File: config.mk
export PLATFORM = sky130hd
export DESIGN_NAME = arp_cache_responder
export DESIGN_NICKNAME = d
export VERILOG_FILES = /design/src/sv/acr_pkg.sv /design/src/sv/acr_ctrl.sv /design/src/sv/acr_datapath.sv /design/src/sv/arp_cache_responder.sv
export VERILOG_INCLUDE_DIRS = /design/src /design/src/sv
export SDC_FILE = /design/constraint.sdc
export NUM_CORES = 2
export LEC_CHECK = 0
export BUFFER_PORTS_ARGS = -buffer_cell sky130_fd_sc_hd__clkbuf_2
export CAP_MARGIN = 20
export CORE_AREA = 2 2 302 453
export CTS_BUF_LIST = sky130_fd_sc_hd__clkbuf_4 sky130_fd_sc_hd__clkbuf_8
export DETAILED_ROUTE_END_ITERATION = 8
export DIE_AREA = 0 0 304 455
export GPL_TIMING_DRIVEN = 0
export MAX_ROUTING_LAYER = met4
export PLACE_DENSITY = 0.78
export RECOVER_POWER = 50
export SLEW_MARGIN = 15
export SYNTH_ARGS = -nofsm -noshare
export SYNTH_HDL_FRONTEND = slang
export SYNTH_HIERARCHICAL = 1
export SYNTH_SLANG_ARGS = --single-unit
File: constraint.sdc
create_clock -name aclk -period 7.05 [get_ports aclk]
set_clock_uncertainty 0.15 [all_clocks]
set_input_delay 1.7625 -clock aclk [delete_from_list [all_inputs] [get_ports aclk]]
set_output_delay 1.7625 -clock aclk [all_outputs]
set_load 0.005 [all_outputs]
File: src/sv/assert_macros.svh
// assertion helpers shared by the rtl files
`ifndef ASSERT_MACROS_SVH
`define ASSERT_MACROS_SVH

// checked only out of reset
`define ASSERT_CLK(label, clk, rstn, prop, msg) \
    label: assert property (@(posedge clk) disable iff (!rstn) prop) else $error(msg);

// checked at every edge, reset included
`define ASSERT_ALWAYS(label, clk, prop, msg) \
    label: assert property (@(posedge clk) prop) else $error(msg);

`endif

File: src/sv/acr_pkg.sv
`timescale 1ns / 1ps

package acr_pkg;

    localparam int unsigned DEFAULT_CACHE_ENTRIES = 16;

    localparam logic [31:0] TAG_RESET     = 32'd1211;
    localparam logic [47:0] BROADCAST_MAC = 48'hffff_ffff_ffff;

    // configuration register indexes
    localparam logic [1:0] CFG_OWN_IP  = 2'd0;
    localparam logic [1:0] CFG_OWN_MAC = 2'd1;
    localparam logic [1:0] CFG_MSG_TAG = 2'd2;

    typedef enum logic [1:0] {
        CMD_FRAME = 2'd0,
        CMD_QUERY = 2'd1,
        CMD_GONE  = 2'd2
    } cmd_t;

    typedef enum logic {
        OP_REQUEST = 1'b0,
        OP_REPLY   = 1'b1
    } op_t;

    typedef enum logic [1:0] {
        KIND_REQUEST = 2'd0,
        KIND_REPLY   = 2'd1,
        KIND_DELIVER = 2'd2,
        KIND_FULL    = 2'd3
    } kind_t;

    typedef struct packed {
        logic [31:0] ip;
        logic [47:0] mac;
        logic        complete;
        logic        pending;
        logic [7:0]  client;
    } entry_t;

    // controller to datapath
    typedef struct packed {
        logic capture;
        logic scan_en;
        logic commit;
    } acr_cmd_t;

    // datapath to controller
    typedef struct packed {
        logic scan_last;
        logic act_ready;
    } acr_stat_t;

endpackage

File: src/sv/acr_ctrl.sv
`timescale 1ns / 1ps
`include "assert_macros.svh"

module acr_ctrl import acr_pkg::*; (
    input  logic      aclk,
    input  logic      aresetn,
    input  logic      s_valid,
    output logic      s_ready,
    input  acr_stat_t stat,
    output acr_cmd_t  cmd
);

    typedef enum logic [3:0] {
        ST_IDLE  = 4'b0001,
        ST_SCAN  = 4'b0010,
        ST_DRAIN = 4'b0100,
        ST_ACT   = 4'b1000
    } state_t;

    state_t state_reg, state_next;

    always_comb begin
        state_next  = state_reg;
        cmd         = '0;
        s_ready     = 1'b0;
        unique case (state_reg)
            ST_IDLE: begin
                s_ready = 1'b1;
                if (s_valid) begin
                    cmd.capture = 1'b1;
                    state_next  = ST_SCAN;
                end
            end
            ST_SCAN: begin
                cmd.scan_en = 1'b1;
                if (stat.scan_last) begin
                    state_next = ST_DRAIN;
                end
            end
            ST_DRAIN: begin
                state_next = ST_ACT;
            end
            ST_ACT: begin
                if (stat.act_ready) begin
                    cmd.commit = 1'b1;
                    state_next = ST_IDLE;
                end
            end
            default: begin
                state_next = ST_IDLE;
            end
        endcase
    end

    always_ff @(posedge aclk) begin
        if (!aresetn) begin
            state_reg <= ST_IDLE;
        end else begin
            state_reg <= state_next;
        end
    end

    `ASSERT_CLK(a_busy_after_accept, aclk, aresetn, (s_valid && s_ready) |=> !s_ready, "accepted while busy")
    `ASSERT_CLK(a_drain_after_last, aclk, aresetn, (state_reg == ST_DRAIN) |-> $past(stat.scan_last), "drain without last scan")
    `ASSERT_CLK(a_commit_once, aclk, aresetn, cmd.commit |=> !cmd.commit, "double commit")

endmodule

File: src/sv/acr_datapath.sv
`timescale 1ns / 1ps
`include "assert_macros.svh"

module acr_datapath import acr_pkg::*; #(
    parameter int unsigned CACHE_ENTRIES = DEFAULT_CACHE_ENTRIES
) (
    input  logic        aclk,
    input  logic        aresetn,
    input  logic        cfg_valid,
    input  logic [1:0]  cfg_index,
    input  logic [47:0] cfg_data,
    input  logic [1:0]  s_command,
    input  logic [31:0] s_msg_tag,
    input  logic        s_frame_op,
    input  logic [47:0] s_sender_mac,
    input  logic [31:0] s_sender_ip,
    input  logic [31:0] s_target_ip,
    input  logic [31:0] s_query_ip,
    input  logic [7:0]  s_client_tag,
    output logic        m_valid,
    input  logic        m_ready,
    output logic [1:0]  m_result_kind,
    output logic [47:0] m_dst_mac,
    output logic [31:0] m_out_target_ip,
    output logic [7:0]  m_reply_client,
    output logic [47:0] m_resolved_mac,
    input  acr_cmd_t    cmd,
    output acr_stat_t   stat
);

    localparam int unsigned IDX_W = $clog2(CACHE_ENTRIES);

    // configuration
    logic [31:0] own_ip_reg;
    logic [31:0] tag_reg;

    always_ff @(posedge aclk) begin
        if (!aresetn) begin
            own_ip_reg <= '0;
            tag_reg    <= TAG_RESET;
        end else if (cfg_valid) begin
            unique case (cfg_index)
                CFG_OWN_IP:  own_ip_reg <= cfg_data[31:0];
                CFG_OWN_MAC: ; // sender address of outgoing frames, not part of any result
                CFG_MSG_TAG: tag_reg <= cfg_data[31:0];
                default: ;
            endcase
        end
    end

    // latched transaction
    cmd_t        in_cmd_reg;
    logic [31:0] in_tag_reg;
    op_t         in_op_reg;
    logic [47:0] in_smac_reg;
    logic [31:0] in_sip_reg;
    logic [31:0] in_tip_reg;
    logic [31:0] in_qip_reg;
    logic [7:0]  in_client_reg;

    always_ff @(posedge aclk) begin
        if (cmd.capture) begin
            in_cmd_reg    <= cmd_t'(s_command);
            in_tag_reg    <= s_msg_tag;
            in_op_reg     <= op_t'(s_frame_op);
            in_smac_reg   <= s_sender_mac;
            in_sip_reg    <= s_sender_ip;
            in_tip_reg    <= s_target_ip;
            in_qip_reg    <= s_query_ip;
            in_client_reg <= s_client_tag;
        end
    end

    // entry memory and valid bits
    entry_t                    mem [CACHE_ENTRIES];
    logic [CACHE_ENTRIES-1:0]  valid_reg;
    logic [IDX_W-1:0]          scan_idx_reg;
    entry_t                    rd_word_reg;
    logic                      rd_ev_reg;
    logic [IDX_W-1:0]          rd_idx_reg;
    logic                      rd_vld_reg;

    always_ff @(posedge aclk) begin
        if (!aresetn) begin
            scan_idx_reg <= '0;
            rd_vld_reg   <= 1'b0;
        end else begin
            rd_vld_reg <= cmd.scan_en;
            if (cmd.capture) begin
                scan_idx_reg <= '0;
            end else if (cmd.scan_en) begin
                scan_idx_reg <= scan_idx_reg + 1'b1;
            end
        end
    end

    always_ff @(posedge aclk) begin
        rd_word_reg <= mem[scan_idx_reg];
        rd_ev_reg   <= valid_reg[scan_idx_reg];
        rd_idx_reg  <= scan_idx_reg;
    end

    assign stat.scan_last = (scan_idx_reg == IDX_W'(CACHE_ENTRIES - 1));

    // match on the entry read the cycle before
    logic [31:0] key_ip;
    logic        eval_match;

    always_comb begin
        key_ip = (in_cmd_reg == CMD_QUERY) ? in_qip_reg : in_sip_reg;
        if (in_cmd_reg == CMD_GONE) begin
            eval_match = rd_ev_reg && !rd_word_reg.complete && rd_word_reg.pending &&
                         (rd_word_reg.client == in_client_reg);
        end else begin
            eval_match = rd_ev_reg && (rd_word_reg.ip == key_ip);
        end
    end

    logic             hit_found_reg;
    logic [IDX_W-1:0] hit_idx_reg;
    entry_t           hit_word_reg;
    logic             free_found_reg;
    logic [IDX_W-1:0] free_idx_reg;

    always_ff @(posedge aclk) begin
        if (!aresetn) begin
            hit_found_reg  <= 1'b0;
            free_found_reg <= 1'b0;
        end else if (cmd.capture) begin
            hit_found_reg  <= 1'b0;
            free_found_reg <= 1'b0;
        end else if (rd_vld_reg) begin
            // lowest index wins
            if (eval_match && !hit_found_reg) begin
                hit_found_reg <= 1'b1;
            end
            if (!rd_ev_reg && !free_found_reg) begin
                free_found_reg <= 1'b1;
            end
        end
    end

    always_ff @(posedge aclk) begin
        if (rd_vld_reg && eval_match && !hit_found_reg) begin
            hit_idx_reg  <= rd_idx_reg;
            hit_word_reg <= rd_word_reg;
        end
        if (rd_vld_reg && !rd_ev_reg && !free_found_reg) begin
            free_idx_reg <= rd_idx_reg;
        end
    end

    // action
    logic             res_v;
    kind_t            res_kind;
    logic [47:0]      res_dmac;
    logic [31:0]      res_tip;
    logic [7:0]       res_client;
    logic [47:0]      res_rmac;
    logic             wr_en;
    logic [IDX_W-1:0] wr_idx;
    entry_t           wr_word;
    logic             set_v;
    logic             clr_v;

    always_comb begin
        res_v      = 1'b0;
        res_kind   = KIND_REQUEST;
        res_dmac   = '0;
        res_tip    = in_sip_reg;
        res_client = '0;
        res_rmac   = '0;
        wr_en      = 1'b0;
        wr_idx     = hit_idx_reg;
        wr_word    = hit_word_reg;
        set_v      = 1'b0;
        clr_v      = 1'b0;
        unique case (in_cmd_reg)
            CMD_FRAME: begin
                if (in_tag_reg == tag_reg) begin
                    if (in_op_reg == OP_REQUEST) begin
                        if (in_tip_reg == own_ip_reg) begin
                            res_v    = 1'b1;
                            res_kind = KIND_REPLY;
                            res_dmac = in_smac_reg;
                            if (hit_found_reg) begin
                                wr_en            = 1'b1;
                                wr_word.mac      = in_smac_reg;
                                wr_word.complete = 1'b1;
                            end else if (free_found_reg) begin
                                wr_en   = 1'b1;
                                set_v   = 1'b1;
                                wr_idx  = free_idx_reg;
                                wr_word = '{ip: in_sip_reg, mac: in_smac_reg, complete: 1'b1,
                                            pending: 1'b0, client: '0};
                            end
                        end
                    end else if (hit_found_reg) begin
                        wr_en            = 1'b1;
                        wr_word.mac      = in_smac_reg;
                        wr_word.complete = 1'b1;
                        wr_word.pending  = 1'b0;
                        if (hit_word_reg.pending) begin
                            res_v      = 1'b1;
                            res_kind   = KIND_DELIVER;
                            res_client = hit_word_reg.client;
                            res_rmac   = in_smac_reg;
                        end
                    end
                end
            end
            CMD_QUERY: begin
                res_tip = in_qip_reg;
                if (hit_found_reg) begin
                    if (hit_word_reg.complete) begin
                        res_v      = 1'b1;
                        res_kind   = KIND_DELIVER;
                        res_client = in_client_reg;
                        res_rmac   = hit_word_reg.mac;
                    end
                end else if (free_found_reg) begin
                    res_v    = 1'b1;
                    res_kind = KIND_REQUEST;
                    res_dmac = BROADCAST_MAC;
                    wr_en    = 1'b1;
                    set_v    = 1'b1;
                    wr_idx   = free_idx_reg;
                    wr_word  = '{ip: in_qip_reg, mac: '0, complete: 1'b0,
                                 pending: 1'b1, client: in_client_reg};
                end else begin
                    res_v      = 1'b1;
                    res_kind   = KIND_FULL;
                    res_client = in_client_reg;
                end
            end
            CMD_GONE: begin
                clr_v = hit_found_reg;
            end
            default: ;
        endcase
    end

    always_ff @(posedge aclk) begin
        if (cmd.commit && wr_en) begin
            mem[wr_idx] <= wr_word;
        end
    end

    always_ff @(posedge aclk) begin
        if (!aresetn) begin
            valid_reg <= '0;
        end else if (cmd.commit) begin
            if (set_v) begin
                valid_reg[free_idx_reg] <= 1'b1;
            end
            if (clr_v) begin
                valid_reg[hit_idx_reg] <= 1'b0;
            end
        end
    end

    // output register
    logic        out_valid_reg;
    kind_t       out_kind_reg;
    logic [47:0] out_dmac_reg;
    logic [31:0] out_tip_reg;
    logic [7:0]  out_client_reg;
    logic [47:0] out_rmac_reg;

    assign stat.act_ready = !res_v || !out_valid_reg || m_ready;

    always_ff @(posedge aclk) begin
        if (!aresetn) begin
            out_valid_reg <= 1'b0;
        end else if (cmd.commit && res_v) begin
            out_valid_reg <= 1'b1;
        end else if (m_ready) begin
            out_valid_reg <= 1'b0;
        end
    end

    always_ff @(posedge aclk) begin
        if (cmd.commit && res_v) begin
            out_kind_reg   <= res_kind;
            out_dmac_reg   <= res_dmac;
            out_tip_reg    <= res_tip;
            out_client_reg <= res_client;
            out_rmac_reg   <= res_rmac;
        end
    end

    assign m_valid         = out_valid_reg;
    assign m_result_kind   = out_kind_reg;
    assign m_dst_mac       = out_dmac_reg;
    assign m_out_target_ip = out_tip_reg;
    assign m_reply_client  = out_client_reg;
    assign m_resolved_mac  = out_rmac_reg;

    `ASSERT_CLK(a_scan_done, aclk, aresetn, cmd.commit |-> !rd_vld_reg, "commit before scan drained")
    `ASSERT_CLK(a_hit_valid, aclk, aresetn, (cmd.commit && hit_found_reg) |-> valid_reg[hit_idx_reg], "hit entry not valid")
    `ASSERT_CLK(a_free_invalid, aclk, aresetn, (cmd.commit && free_found_reg) |-> !valid_reg[free_idx_reg], "free entry already valid")

endmodule

File: src/sv/arp_cache_responder.sv
// sequence: a transaction is accepted, the cache is scanned one entry per cycle through
//   the single read port of the entry memory, then a drain and an action state follow
// acceptance: the next transaction is taken only after the previous one commits; the
//   action state waits while the output register holds a result not yet taken
// reset: synchronous active-low aresetn clears all valid bits, the state machine, the
//   output valid and the configuration (own_ip 0, message_tag 1211); no clearing pass
`timescale 1ns / 1ps

module arp_cache_responder import acr_pkg::*; #(
    parameter int unsigned CACHE_ENTRIES = DEFAULT_CACHE_ENTRIES
) (
    input  logic        aclk,
    input  logic        aresetn,
    // configuration write channel, always ready
    input  logic        cfg_valid,
    output logic        cfg_ready,
    input  logic [1:0]  cfg_index,
    input  logic [47:0] cfg_data,
    // event input
    input  logic        s_valid,
    output logic        s_ready,
    input  logic [1:0]  s_command,
    input  logic [31:0] s_msg_tag,
    input  logic        s_frame_op,
    input  logic [47:0] s_sender_mac,
    input  logic [31:0] s_sender_ip,
    input  logic [31:0] s_target_ip,
    input  logic [31:0] s_query_ip,
    input  logic [7:0]  s_client_tag,
    // result output
    output logic        m_valid,
    input  logic        m_ready,
    output logic [1:0]  m_result_kind,
    output logic [47:0] m_dst_mac,
    output logic [31:0] m_out_target_ip,
    output logic [7:0]  m_reply_client,
    output logic [47:0] m_resolved_mac
);

    acr_cmd_t  cmd;
    acr_stat_t stat;

    // configuration registers live in the datapath and take every transaction at once
    assign cfg_ready = 1'b1;

    // sequencer: idle, scan of the entry memory, drain, action
    acr_ctrl u_ctrl (
        .aclk    (aclk),
        .aresetn (aresetn),
        .s_valid (s_valid),
        .s_ready (s_ready),
        .stat    (stat),
        .cmd     (cmd)
    );

    // entry memory, valid bits, match search, action logic and output register;
    // the output register lets the next transaction in while a result waits
    acr_datapath #(
        .CACHE_ENTRIES (CACHE_ENTRIES)
    ) u_datapath (
        .aclk            (aclk),
        .aresetn         (aresetn),
        .cfg_valid       (cfg_valid),
        .cfg_index       (cfg_index),
        .cfg_data        (cfg_data),
        .s_command       (s_command),
        .s_msg_tag       (s_msg_tag),
        .s_frame_op      (s_frame_op),
        .s_sender_mac    (s_sender_mac),
        .s_sender_ip     (s_sender_ip),
        .s_target_ip     (s_target_ip),
        .s_query_ip      (s_query_ip),
        .s_client_tag    (s_client_tag),
        .m_valid         (m_valid),
        .m_ready         (m_ready),
        .m_result_kind   (m_result_kind),
        .m_dst_mac       (m_dst_mac),
        .m_out_target_ip (m_out_target_ip),
        .m_reply_client  (m_reply_client),
        .m_resolved_mac  (m_resolved_mac),
        .cmd             (cmd),
        .stat            (stat)
    );

endmodule
==> metrics <==
status finished, violations left; failing checks max-capacitance violations, max-slew violations; number of routed nets with antenna violations 0; top_reg_cell synth edfxtp_1; Synth Area in XOR/XNOR 1.252%; Routed WL 200600 um; initial core utilization 56.73%; M1 GR Usage 34.87%; vias per cell 6.290; Crit. End Element flop; Crit. path cell count 17; kind of critical path flop to flop; initial antenna violation count 5; CTS sink cnt 2050; io pins 383; share of cells above drive strength 1 29.47%; Post-synth EDFFs 1863; f_max 152.0 MHz; post-synthesis instance area 0.07625 mm^2; Via Count 40609; final setup violating endpoints 0; sequential share of the synthesized area 78.28%; commonest non-fill, non-tap cells in the layout edfxtp_1, mux4_2, nand2_1; Min Clock Period, post-route 6.581 ns; Post-Synthesis Cells 3649; Fill cells 8289; Clock Latency Late Sink 1.01 ns; Die Wd 304 um; TritonCTS clock tree done; Util after Layout 66.13%; R2R Path Start u_datapath/in_tag_reg[27]; fin nets 4705; worst hold path class flop to flop; M2 GR Usage 49.30%; first-pass GRT wire length 281800 um; post-synth top area cell edfxtp_1; DRC Markers 0; gr busiest metal met2; crit path launch type flop; met3 usage 6.698%; PD cells 264.1 mW/mm^2; Starting DRT DRC Count 5782; Area Overhead vs Synth 16.57%; FF/Latch Area 0.05969 mm^2; row count 165; Buffers on Ports 365; Pwr Total 23.47 mW; post-CTS setup buffer count 0; final critical-path share of the clock period 93.35%; core area 0.1344 mm^2; grt total ovfl 0; Yosys top cell area share 73.37%; post-DR wirelength/cell 31.07 um; final hold vios 0; LEAKAGE 28.89 nW; Die ar. 0.1383 mm^2; adder-cell share of the synthesized area 0.01641%; slowest CP cell nor2_1; worst path bufs/invs 8; design area 0.08888 mm^2; Slew @ Worst Pin 2.120 ns; CP endpoint u_datapath/mem[6][25]; Worst path top cell family by delay simple AND/OR/NAND/NOR gates; maxcap violations 31; crit path from u_datapath/in_tag_reg[27]; CTS root buffer clkbuf_8; final slew viol count 603; dpl hpwl 134200 um; Clock Path Buffers 4; CTS buffer count 308; critical path's most frequent cell buf_16; largest net degree at the start of global routing 77; top post-synthesis cells by area edfxtp_1, mux4_2, dfxtp_1; slack of the worst reg-to-reg path 0.47 ns; leading cell type in the layout, fill and taps excluded edfxtp_1; vias in the first global route 41432; DP Area 0.08294 mm^2; syn_area_per_cell 20.89 um^2; Clock Pin Slew Worst Setup and Hold Paths 0.07 ns; worst-path maximum fanout 17; WP data required 7.63 ns; Worst Path Arrival 7.16 ns; slowest stage delay, CP 0.75 ns; post-synthesis simple-gate area fraction 3.062%; warnings from Yosys 6; unrepaired setup endpoints after global routing false; CTS H-tree depth 5; multiplexer share of the synthesized area 13.91%; critical-path cell list xnor2_1 -> nand4_1 -> or4_1 -> or4_1 -> nor2_1 -> clkbuf_1 -> o31ai_1 -> inv_1 -> nor2_1 -> clkbuf_1 -> o211ai_1 -> nor2_4 -> buf_16 -> buf_16 -> buf_16 -> buf_12 -> buf_12; GPL Wtd Cong 0.8655; VDD IR max 0.0002233 V; max reg flops 1440; Reg2Reg Depth 17; syn_nets 3892; Yosys reg bits 2050; count of different cell masters after synthesis 58; asr flop ratio synth 0%; PostCTS Resize Cnt 0; FF-to-FF End u_datapath/mem[6][25]; total track usage 29.76%; post-synthesis compound-gate area fraction 2.475%; drt pass-1 iters 6; multi-input logic area 0.01591 mm^2; TNS Setup 0 ns; Slew HR -41.32%; largest family of logic cells by synthesized area multiplexers; Die Span Y 455 um; Post-CTS Hold Fix Bufs 0; hold path cells 0
layer usage:
metal  vias up  routed length, um
met5         -                  0
met4         0               9874
met3       525              21510
met2      2914             102300
met1     20705              66930
li1      16465                  -
worst min-delay path by stage:
stage                                     from                           to  slack [ns]
finish              u_datapath/rd_word_reg[36]  u_datapath/hit_word_reg[36]        0.25
detailed placement  u_datapath/scan_idx_reg[1]     u_datapath/rd_idx_reg[1]        0.23
global route        u_datapath/rd_word_reg[28]  u_datapath/hit_word_reg[28]        0.25
floorplan           u_datapath/scan_idx_reg[1]     u_datapath/rd_idx_reg[1]        0.20
CTS                 u_datapath/scan_idx_reg[1]     u_datapath/rd_idx_reg[1]        0.24
global placement    u_datapath/scan_idx_reg[1]     u_datapath/rd_idx_reg[1]        0.23
cell families after synthesis:
| kind of cell | count (synthesis) |
|---|---|
| fa+ha+maj | 1 |
| xor+xnor | 109 |
| compound gates | 267 |
| flops | 2050 |
| buf+inv | 190 |
| simple gates | 544 |
| mux | 487 |
| other cells | 1 |
synth_stat cells (5+ instances only):
library cell,number
mux2_2,31
a21oi_1,15
nand3_1,12
inv_1,5
a22oi_1,34
nand2_1,399
xor2_1,94
and3_1,5
o211ai_1,5
a31oi_1,9
o21ai_0,38
nand4_1,9
a21boi_0,57
nor2_1,51
edfxtp_1,1863
buf_1,38
clkbuf_1,126
nor2b_1,7
dfxtp_1,187
nor3b_1,9
buf_2,12
mux4_2,455
a22o_1,64
o21ai_1,33
xnor2_1,15
nor4_1,22
buf_4,8
stage by stage:
| stage | hold slack (ns) | setup WS [ns] | cells |
|---|---|---|---|
| after floorplan | 0.2029 | -0.04448 | 3649 |
| after global placement | 0.2318 | -6.776 | 5767 |
| after detailed placement | 0.2311 | 0.8844 | 5889 |
| after CTS | 0.2421 | 0.8828 | 6434 |
| after global routing | 0.2498 | 0.3370 | 6455 |
| final | 0.2465 | 0.4689 | 6456 |
cell type report:
| cell class | count | share of cell area, % |
|---|---|---|
| repair buffers | 503 | 4.871 |
| well taps | 1753 | 2.468 |
| flip-flops and latches | 2050 | 67.15 |
| multi-input cells | 1409 | 17.89 |
| inverters | 6 | 0.02815 |
| diodes | 6 | 0.01689 |
| plain buffers | 184 | 0.7996 |
| clock buffers | 431 | 5.998 |
| clock inverters | 114 | 0.7700 |
worst register-to-register path: cells and delay by family (launching register included):
kind | cells | cell delay, ns
AND/OR/NAND/NOR | 6 | 2.55
AO/OA/AOI/OAI | 2 | 0.86
XOR/XNOR | 1 | 0.34
flip-flops | 1 | 0.37
buffers and inverters | 8 | 2.04
where the power goes:
part | internal [mW] | switching [mW] | total (mW)
clock network | 5.11 | 4.44 | 9.55
logic | 0.229 | 0.319 | 0.547
registers | 13.3 | 0.106 | 13.4
No activity file was read; power rests on OpenSTA's default activity.
